`config.mk`:
```
export PLATFORM = sky130hd
export DESIGN_NAME = bmp_stream_pixel_decoder
export DESIGN_NICKNAME = d
export VERILOG_FILES = /design/src/rtl/bmpd_pkg.sv /design/src/rtl/bmpd_parser.sv /design/src/rtl/bmpd_out_skid.sv /design/src/rtl/bmp_stream_pixel_decoder.sv
export SDC_FILE = /design/constraint.sdc
export NUM_CORES = 1
export LEC_CHECK = 0
export BUFFER_PORTS_ARGS = -buffer_cell sky130_fd_sc_hd__clkbuf_2
export CELL_PAD_IN_SITES_DETAIL_PLACEMENT = 1
export CELL_PAD_IN_SITES_GLOBAL_PLACEMENT = 1
export CORE_AREA = 2 2 234 236
export CTS_CLUSTER_SIZE = 20
export DETAILED_ROUTE_END_ITERATION = 7
export DIE_AREA = 0 0 236 238
export GPL_TIMING_DRIVEN = 0
export PLACE_DENSITY = 0.65
export SYNTH_ARGS = -nofsm -noshare
export SYNTH_HDL_FRONTEND = slang
export SYNTH_HIERARCHICAL = 1
export SYNTH_SLANG_ARGS = --single-unit
```
`constraint.sdc`:
```
create_clock -name clock -period 8.5 [get_ports clock]
set_input_delay 0.425 -clock clock [delete_from_list [all_inputs] [get_ports clock]]
set_output_delay 0.425 -clock clock [all_outputs]
set_load 0.02 [all_outputs]
```
`src/rtl/bmpd_pkg.sv`:
```
// Shared types and constants for the BMP stream pixel decoder.
package bmpd_pkg;

   // Largest accepted image dimension and the width of dimension fields
   localparam int MAX_DIM = 4096;
   localparam int DIM_W   = 13;
   localparam int COORD_W = 12;

   // Header byte positions holding the last byte of each field
   localparam int POS_OFFSET_END = 13;
   localparam int POS_WIDTH_END  = 21;
   localparam int POS_HEIGHT_END = 25;
   localparam int POS_DEPTH_END  = 31;
   localparam int HEADER_BYTES   = 32;

   typedef enum logic [2:0] {
      PH_HEADER,
      PH_SKIP,
      PH_PIXEL,
      PH_PAD,
      PH_DONE,
      PH_ERROR
   } phase_type;

   typedef enum logic [2:0] {
      ERR_NONE,
      ERR_DEPTH,
      ERR_NEG_WIDTH,
      ERR_TOO_LARGE,
      ERR_OFFSET,
      ERR_TRUNCATED
   } err_type;

   typedef struct packed {
      logic               pixel_valid;
      logic [COORD_W-1:0] dest_row;
      logic [COORD_W-1:0] dest_col;
      logic [7:0]         chan_red;
      logic [7:0]         chan_green;
      logic [7:0]         chan_blue;
      logic [7:0]         chan_alpha;
      logic [2:0]         channel_count;
      logic [DIM_W-1:0]   pic_width;
      logic [DIM_W-1:0]   pic_height;
      err_type            error_code;
      logic               frame_done;
   } rsp_type;

endpackage

```
`src/rtl/bmpd_parser.sv`:
```
// Header parser, pixel assembler and row/column tracking for one byte per cycle when accepted.
module bmpd_parser (
   input  logic             clock,
   input  logic             reset,
   input  logic             byte_accept,
   input  logic [7:0]       file_byte,
   input  logic             end_of_file,
   output logic             res_valid,
   output bmpd_pkg::rsp_type res_data
);
   import bmpd_pkg::*;

   logic [31:0]      pos_ff, pos_in;
   logic [31:0]      hdr_shift_ff, hdr_shift_in;
   logic [31:0]      offset_ff, offset_in;
   logic [DIM_W-1:0] width_ff, width_in;
   logic [DIM_W-1:0] height_ff, height_in;
   logic             top_first_ff, top_first_in;
   logic [2:0]       bpp_ff, bpp_in;
   logic [DIM_W-1:0] row_ff, row_in;
   logic [DIM_W-1:0] col_ff, col_in;
   logic [1:0]       bip_ff, bip_in;
   logic [23:0]      pix_ff, pix_in;
   logic [1:0]       pad_ff, pad_in;
   phase_type        phase_ff, phase_in;

   logic [31:0]      shift;
   logic [31:0]      mag;
   logic [28:0]      chan;
   logic             do_pixel;
   logic [DIM_W-1:0] row_dest;
   logic [DIM_W-1:0] col_next;
   logic [DIM_W-1:0] row_next;
   logic [1:0]       pad_amt;

   // Next state and result for the accepted byte
   always_comb begin
      pos_in       = pos_ff;
      hdr_shift_in = hdr_shift_ff;
      offset_in    = offset_ff;
      width_in     = width_ff;
      height_in    = height_ff;
      top_first_in = top_first_ff;
      bpp_in       = bpp_ff;
      row_in       = row_ff;
      col_in       = col_ff;
      bip_in       = bip_ff;
      pix_in       = pix_ff;
      pad_in       = pad_ff;
      phase_in     = phase_ff;
      res_data     = '0;
      res_valid    = 1'b0;
      do_pixel     = 1'b0;
      shift        = {file_byte, hdr_shift_ff[31:8]};
      mag          = shift[31] ? (~shift + 32'd1) : shift;
      chan         = shift[31] ? 29'd0 : shift[31:3];
      row_dest     = top_first_ff ? row_ff : (height_ff - DIM_W'(1) - row_ff);
      col_next     = col_ff + DIM_W'(1);
      row_next     = row_ff + DIM_W'(1);
      pad_amt      = 2'd0 - 2'(width_ff[1:0] * bpp_ff[1:0]);

      if (byte_accept) begin
         case (phase_ff)
            PH_HEADER: begin
               hdr_shift_in = shift;
               pos_in       = pos_ff + 32'd1;
               // Check each field on its last byte
               if (pos_ff[4:0] == 5'(POS_OFFSET_END)) begin
                  offset_in = shift;
                  if (shift < 32'(HEADER_BYTES)) begin
                     res_data.error_code = ERR_OFFSET;
                     res_data.frame_done = 1'b1;
                     res_valid           = 1'b1;
                     phase_in            = PH_ERROR;
                  end
               end else if (pos_ff[4:0] == 5'(POS_WIDTH_END)) begin
                  if (shift[31]) begin
                     res_data.error_code = ERR_NEG_WIDTH;
                     res_data.frame_done = 1'b1;
                     res_valid           = 1'b1;
                     phase_in            = PH_ERROR;
                  end else if (shift > 32'(MAX_DIM)) begin
                     res_data.error_code = ERR_TOO_LARGE;
                     res_data.frame_done = 1'b1;
                     res_valid           = 1'b1;
                     phase_in            = PH_ERROR;
                  end else begin
                     width_in = shift[DIM_W-1:0];
                  end
               end else if (pos_ff[4:0] == 5'(POS_HEIGHT_END)) begin
                  if (mag > 32'(MAX_DIM)) begin
                     res_data.error_code = ERR_TOO_LARGE;
                     res_data.frame_done = 1'b1;
                     res_valid           = 1'b1;
                     phase_in            = PH_ERROR;
                  end else begin
                     height_in    = mag[DIM_W-1:0];
                     top_first_in = shift[31];
                  end
               end else if (pos_ff[4:0] == 5'(POS_DEPTH_END)) begin
                  if (chan != 29'd1 && chan != 29'd3 && chan != 29'd4) begin
                     res_data.error_code = ERR_DEPTH;
                     res_data.frame_done = 1'b1;
                     res_valid           = 1'b1;
                     phase_in            = PH_ERROR;
                  end else begin
                     bpp_in = chan[2:0];
                     if (width_ff == '0 || height_ff == '0) begin
                        // Empty image: report done and ignore the rest
                        phase_in            = PH_DONE;
                        res_data.frame_done = 1'b1;
                        res_valid           = 1'b1;
                     end else if (offset_ff == 32'(HEADER_BYTES)) begin
                        phase_in = PH_PIXEL;
                     end else begin
                        phase_in = PH_SKIP;
                     end
                  end
               end
            end
            PH_SKIP: begin
               if (pos_ff >= offset_ff) begin
                  phase_in = PH_PIXEL;
                  do_pixel = 1'b1;
               end
               pos_in = pos_ff + 32'd1;
            end
            PH_PIXEL: begin
               do_pixel = 1'b1;
            end
            PH_PAD: begin
               pad_in = pad_ff - 2'd1;
               if (pad_ff == 2'd1) begin
                  phase_in = PH_PIXEL;
               end
            end
            default: begin
            end
         endcase

         // Collect pixel bytes, emit on the last one
         if (do_pixel) begin
            if ({1'b0, bip_ff} + 3'd1 < bpp_ff) begin
               pix_in = pix_ff | (24'(file_byte) << {bip_ff, 3'b000});
               bip_in = bip_ff + 2'd1;
            end else begin
               res_valid            = 1'b1;
               res_data.pixel_valid = 1'b1;
               res_data.dest_row    = row_dest[COORD_W-1:0];
               res_data.dest_col    = col_ff[COORD_W-1:0];
               if (bpp_ff == 3'd1) begin
                  res_data.chan_red = file_byte;
               end else begin
                  res_data.chan_red   = (bip_ff == 2'd2) ? file_byte : pix_ff[23:16];
                  res_data.chan_green = pix_ff[15:8];
                  res_data.chan_blue  = pix_ff[7:0];
                  if (bpp_ff == 3'd4) begin
                     res_data.chan_alpha = file_byte;
                  end
               end
               bip_in = 2'd0;
               pix_in = '0;
               if (col_next >= width_ff) begin
                  col_in = '0;
                  row_in = row_next;
                  if (row_next >= height_ff) begin
                     phase_in            = PH_DONE;
                     res_data.frame_done = 1'b1;
                  end else if (pad_amt != 2'd0) begin
                     pad_in   = pad_amt;
                     phase_in = PH_PAD;
                  end
               end else begin
                  col_in = col_next;
               end
            end
         end

         // Flag a file that ends before the image is complete
         if (end_of_file && (phase_in == PH_HEADER || phase_in == PH_SKIP ||
                             phase_in == PH_PIXEL || phase_in == PH_PAD)) begin
            res_data.error_code = ERR_TRUNCATED;
            res_data.frame_done = 1'b1;
            res_valid           = 1'b1;
         end

         res_data.channel_count = bpp_in;
         res_data.pic_width     = width_in;
         res_data.pic_height    = height_in;

         // Rearm for the next file
         if (end_of_file) begin
            pos_in       = '0;
            hdr_shift_in = '0;
            offset_in    = '0;
            width_in     = '0;
            height_in    = '0;
            top_first_in = 1'b0;
            bpp_in       = '0;
            row_in       = '0;
            col_in       = '0;
            bip_in       = '0;
            pix_in       = '0;
            pad_in       = '0;
            phase_in     = PH_HEADER;
         end
      end
   end

   // Hold parser state
   always_ff @(posedge clock) begin
      if (reset) begin
         pos_ff       <= '0;
         hdr_shift_ff <= '0;
         offset_ff    <= '0;
         width_ff     <= '0;
         height_ff    <= '0;
         top_first_ff <= 1'b0;
         bpp_ff       <= '0;
         row_ff       <= '0;
         col_ff       <= '0;
         bip_ff       <= '0;
         pix_ff       <= '0;
         pad_ff       <= '0;
         phase_ff     <= PH_HEADER;
      end else begin
         pos_ff       <= pos_in;
         hdr_shift_ff <= hdr_shift_in;
         offset_ff    <= offset_in;
         width_ff     <= width_in;
         height_ff    <= height_in;
         top_first_ff <= top_first_in;
         bpp_ff       <= bpp_in;
         row_ff       <= row_in;
         col_ff       <= col_in;
         bip_ff       <= bip_in;
         pix_ff       <= pix_in;
         pad_ff       <= pad_in;
         phase_ff     <= phase_in;
      end
   end

endmodule

```
`src/rtl/bmpd_out_skid.sv`:
```
// Result register with a skid entry so the input side never waits on a stall directly.
module bmpd_out_skid (
   input  logic              clock,
   input  logic              reset,
   input  logic              in_valid,
   input  bmpd_pkg::rsp_type in_data,
   output logic              in_ready,
   output logic              out_valid,
   output bmpd_pkg::rsp_type out_data,
   input  logic              out_ready
);
   import bmpd_pkg::*;

   logic    main_valid_ff, main_valid_in;
   logic    skid_valid_ff, skid_valid_in;
   rsp_type main_ff, main_in;
   rsp_type skid_ff, skid_in;

   // Refill the result register from the skid entry first, then from the parser
   always_comb begin
      main_valid_in = main_valid_ff;
      skid_valid_in = skid_valid_ff;
      main_in       = main_ff;
      skid_in       = skid_ff;
      if (!main_valid_ff || out_ready) begin
         if (skid_valid_ff) begin
            main_in       = skid_ff;
            main_valid_in = 1'b1;
            skid_valid_in = 1'b0;
         end else begin
            main_in       = in_data;
            main_valid_in = in_valid;
         end
      end else if (in_valid) begin
         skid_in       = in_data;
         skid_valid_in = 1'b1;
      end
   end

   always_ff @(posedge clock) begin
      if (reset) begin
         main_valid_ff <= 1'b0;
         skid_valid_ff <= 1'b0;
      end else begin
         main_valid_ff <= main_valid_in;
         skid_valid_ff <= skid_valid_in;
      end
      main_ff <= main_in;
      skid_ff <= skid_in;
   end

   assign in_ready  = !skid_valid_ff;
   assign out_valid = main_valid_ff;
   assign out_data  = main_ff;

endmodule

```
`src/rtl/bmp_stream_pixel_decoder.sv`:
```
// Top level of the BMP stream pixel decoder: byte stream in, decoded pixels out.
//
//  channel  dir  signals                      content
//  req      in   tvalid tready tdata tlast    one file byte, tlast marks end of file
//  rsp      out  tvalid tready tdata tuser    one pixel, empty-image or error report
//                tlast                        tlast marks last pixel, empty image or error
//
// One byte is taken per cycle while req_tready is high; its result, if any, is registered
// in the result register, or in the skid entry behind it during a stall. The skid entry
// lets the request side keep going during a stall until a second result is waiting;
// req_tready falls only while the skid entry is full.
// Synchronous reset returns the parser to the header phase and empties the output.
module bmp_stream_pixel_decoder (
   input  logic        clock,
   input  logic        reset,
   input  logic        req_tvalid,
   output logic        req_tready,
   input  logic [7:0]  req_tdata,   // [7:0] file_byte
   input  logic        req_tlast,   // end_of_file
   output logic        rsp_tvalid,
   input  logic        rsp_tready,
   output logic [87:0] rsp_tdata,   // [11:0] dest_row, [23:12] dest_col, [31:24] chan_red,
                                    // [39:32] chan_green, [47:40] chan_blue,
                                    // [55:48] chan_alpha, [58:56] channel_count,
                                    // [71:59] pic_width, [84:72] pic_height, rest 0
   output logic [3:0]  rsp_tuser,   // [0] pixel_valid, [3:1] error_code
   output logic        rsp_tlast    // frame_done
);
   import bmpd_pkg::*;

   logic    byte_accept;
   logic    res_valid;
   rsp_type res_data;
   rsp_type out_data;

   assign byte_accept = req_tvalid && req_tready;

   bmpd_parser u_parser (
      .clock       (clock),
      .reset       (reset),
      .byte_accept (byte_accept),
      .file_byte   (req_tdata),
      .end_of_file (req_tlast),
      .res_valid   (res_valid),
      .res_data    (res_data)
   );

   bmpd_out_skid u_out (
      .clock     (clock),
      .reset     (reset),
      .in_valid  (res_valid),
      .in_data   (res_data),
      .in_ready  (req_tready),
      .out_valid (rsp_tvalid),
      .out_data  (out_data),
      .out_ready (rsp_tready)
   );

   // Pack the result fields onto the stream
   assign rsp_tdata = {3'b000, out_data.pic_height, out_data.pic_width,
                       out_data.channel_count, out_data.chan_alpha, out_data.chan_blue,
                       out_data.chan_green, out_data.chan_red, out_data.dest_col,
                       out_data.dest_row};
   assign rsp_tuser = {out_data.error_code, out_data.pixel_valid};
   assign rsp_tlast = out_data.frame_done;

endmodule

```
==> qor.csv <==
metric,value,unit
cts_tree,built,
drt_iter0_markers,843,
cts_sinks,357,
synth_edf_count,180,
powerDensity,182,nW/um^2
drive_above_1_share,15.9,%
antenna_left,0,
final-instance-count-excl-fill,2667,
cap_violations,0,
cts.clk_slew.worst_paths,0.06,ns
hold_depth,2,
seq_area_frac_synth,48.3,%
stdcell_area,21500,sq um
grt-ovfl-total,0,
ff2ff_path_depth,19,
yosysTopAreaCell,edfxtp_1,
antenna_found_initial,1,
drv_slew,0,
grt_busiest_layer,met2,
grt_first_pass_wirelength,86200,microns
power,3.91,mW
hpwl,41600,microns
hold_path.class,in2reg,
arrival,6.06,ns
drt-pass1-iter-count,5,
synth_top_area_share,29.2,%
die_width,236,microns
r2r_setup_slack,2.70,ns
ctsResizeCount,0,
whs,0.170,ns
ir_worst_vdd,0.126,mV
slew_headroom,8.61,%
fillCellCount,5958,
synthCells,1786,
fmax,0.173,GHz
synthDistinctLibCells,80,
viasPerCell,5.36,
grt_use_met2,34.7,%
grt_use_met1,23.8,%
io_pins,108,
clock_latency,0.58,ns
place_area,20000,sq um
p_leak,8.21,nW
htree_num_levels,2,
start_util,34.6,%
grt_max_degree,49,
fin_skew,0.0316,ns
gp_congestion,0.890,
required,8.76,ns
synth_ff_type,edfxtp_1,
avgSynthCellArea,10.4,sq um
rsz0062_at_grt,false,
yosys-top-cells-count,"228 x nor2_1, 180 x edfxtp_1, 177 x dfxtp_1",
cts_buffer_depth,3,
fin_nets,2033,
worstMarginPinSlew,1.36,ns
ys_seq_elements,357,
area_growth_syn_to_layout,15.9,%
path_class,reg2reg,
start_kind,register,
cts_hold_buf,0,
row_count,85,
setup_viol,0,
detail_route.wl_per_cell,20.7,microns
core_area,53500,sq um
yosysWarningCount,6,
multiInputGateArea,8650,sq um
async_flop_share,0,%
fin_util,40.1,%
grt_usage,19.5,%
diodes,0,
die_h,238,microns
postCtsSetupBuffers,0,
drc_errors,0,
cts_root_buf,clkbuf_16,
fin_crit_sh,68.2,%
die_area,56200,sq um
grt_pass1_vias,15100,
cts_made_buffers,41,
dpl.cell_count,2591,
grt_use_met3,3.07,%
regArea,8950,sq um
endpoint_kind,register,
portBuffers,103,
fin_crit,5.80,ns
synth_area,18500,sq um
yosysMostFrequentCell,nor2_1,
critPathMaxFanout,21,
ys_top_cells_by_area,"edfxtp_1 29%, dfxtp_1 19%, mux2_4 6.3%",
routed_wl,55200,microns
vias,14300,
status,completed,
hold_viol_final,0,
==> cell type report <==
cell class	instances	share of cell area, %
Clock buffer	50	5.08
Sequential cell	357	41.7
Multi-Input combinational cell	1210	40.3
Buffer	112	2.49
Tap cell	696	4.06
Inverter	109	1.91
Timing Repair Buffer	107	2.85
Clock inverter	26	1.60
==> per-layer routing <==
metal	routed length [microns]	share of wire, %
met1	23500	43
met2	27500	50
met3	2200	4.0
met4	2020	3.6
met5	13	0.024
==> placed cells by master (no fill, tap or decap), drive strengths merged, types with 53 or more instances in the layout <==
master  synthesis  layout
clkbuf         87     240
edfxtp        180     180
o21ai          53      53
nand2          68      68
dfxtp         177     177
nor2          228     228
ha             81      81
mux2           91      91
a21oi          92      92
inv           107     108
a22oi          73      73
==> cells by family after synthesis <==
group / share of synthesized area [%]
other: 0.0202
buffers and inverters: 5.09
DFF: 48.3
AOI/OAI and AO/OA: 14.3
xor gates and xnor gates: 3.69
adders and majority gates: 5.58
and+or+nand+nor: 14.8
muxes: 8.19
==> registers in the layout, indices dropped and copies added, names as in the netlist, 3 cells and up <==
signal and flops:
u_parser/hdr_shift_ff 24, u_parser/offset_ff 32, u_parser/pos_ff 32, u_parser/phase_ff 3
u_parser/bpp_ff 3, u_parser/height_ff 13, u_out/out_data 90, u_parser/row_ff 13
u_parser/pix_ff 24, u_parser/col_ff 13, u_parser/width_ff 13, u_out/skid_ff 90
==> worst max-delay path: stages (launching register included) <==
cell and delay (ns):
dfxtp_1 0.45, ha_1 0.28, nand3_1 0.20, nor4_1 0.67, and3_1 0.36, xnor2_1 0.10
ha_1 0.21, nor3_1 0.21, o21ai_0 0.13, a211oi_1 0.34, a21oi_1 0.21, and2_1 0.19
o211ai_1 0.14, nand2_1 0.11, or4_4 0.45, a31oi_2 0.29, inv_1 0.12, nor2_4 0.52
buf_12 0.28, buf_16 0.19
==> worst paths after layout <==
kind                              end                start
setup / recovery    u_out/skid_ff[37]   u_parser/row_ff[0]
hold / removal        u_out/out_valid                reset
setup reg to reg    u_out/skid_ff[37]   u_parser/row_ff[0]
hold reg to reg   u_parser/pix_ff[12]  u_parser/pix_ff[12]
==> metrics by stage <==
| stage | setup TNS, ns | setup WS (ns) |
|---|---|---|
| finish | 0 | 2.70 |
| global route | 0 | 2.41 |
| CTS | 0 | 2.75 |
| detailed placement | 0 | 2.81 |
| global placement | -281.01 | -3.13 |
| floorplan | 0 | 0.761 |
==> power breakdown <==
part | leakage, nW | switching [mW] | internal [mW]
clock network | 0.686 | 0.751 | 1.13
logic | 4.14 | 0.142 | 0.0531
registers | 3.38 | 0.00907 | 1.82
total | 8.21 | 0.902 | 3.01
No activity file was read; power rests on OpenSTA's default activity.
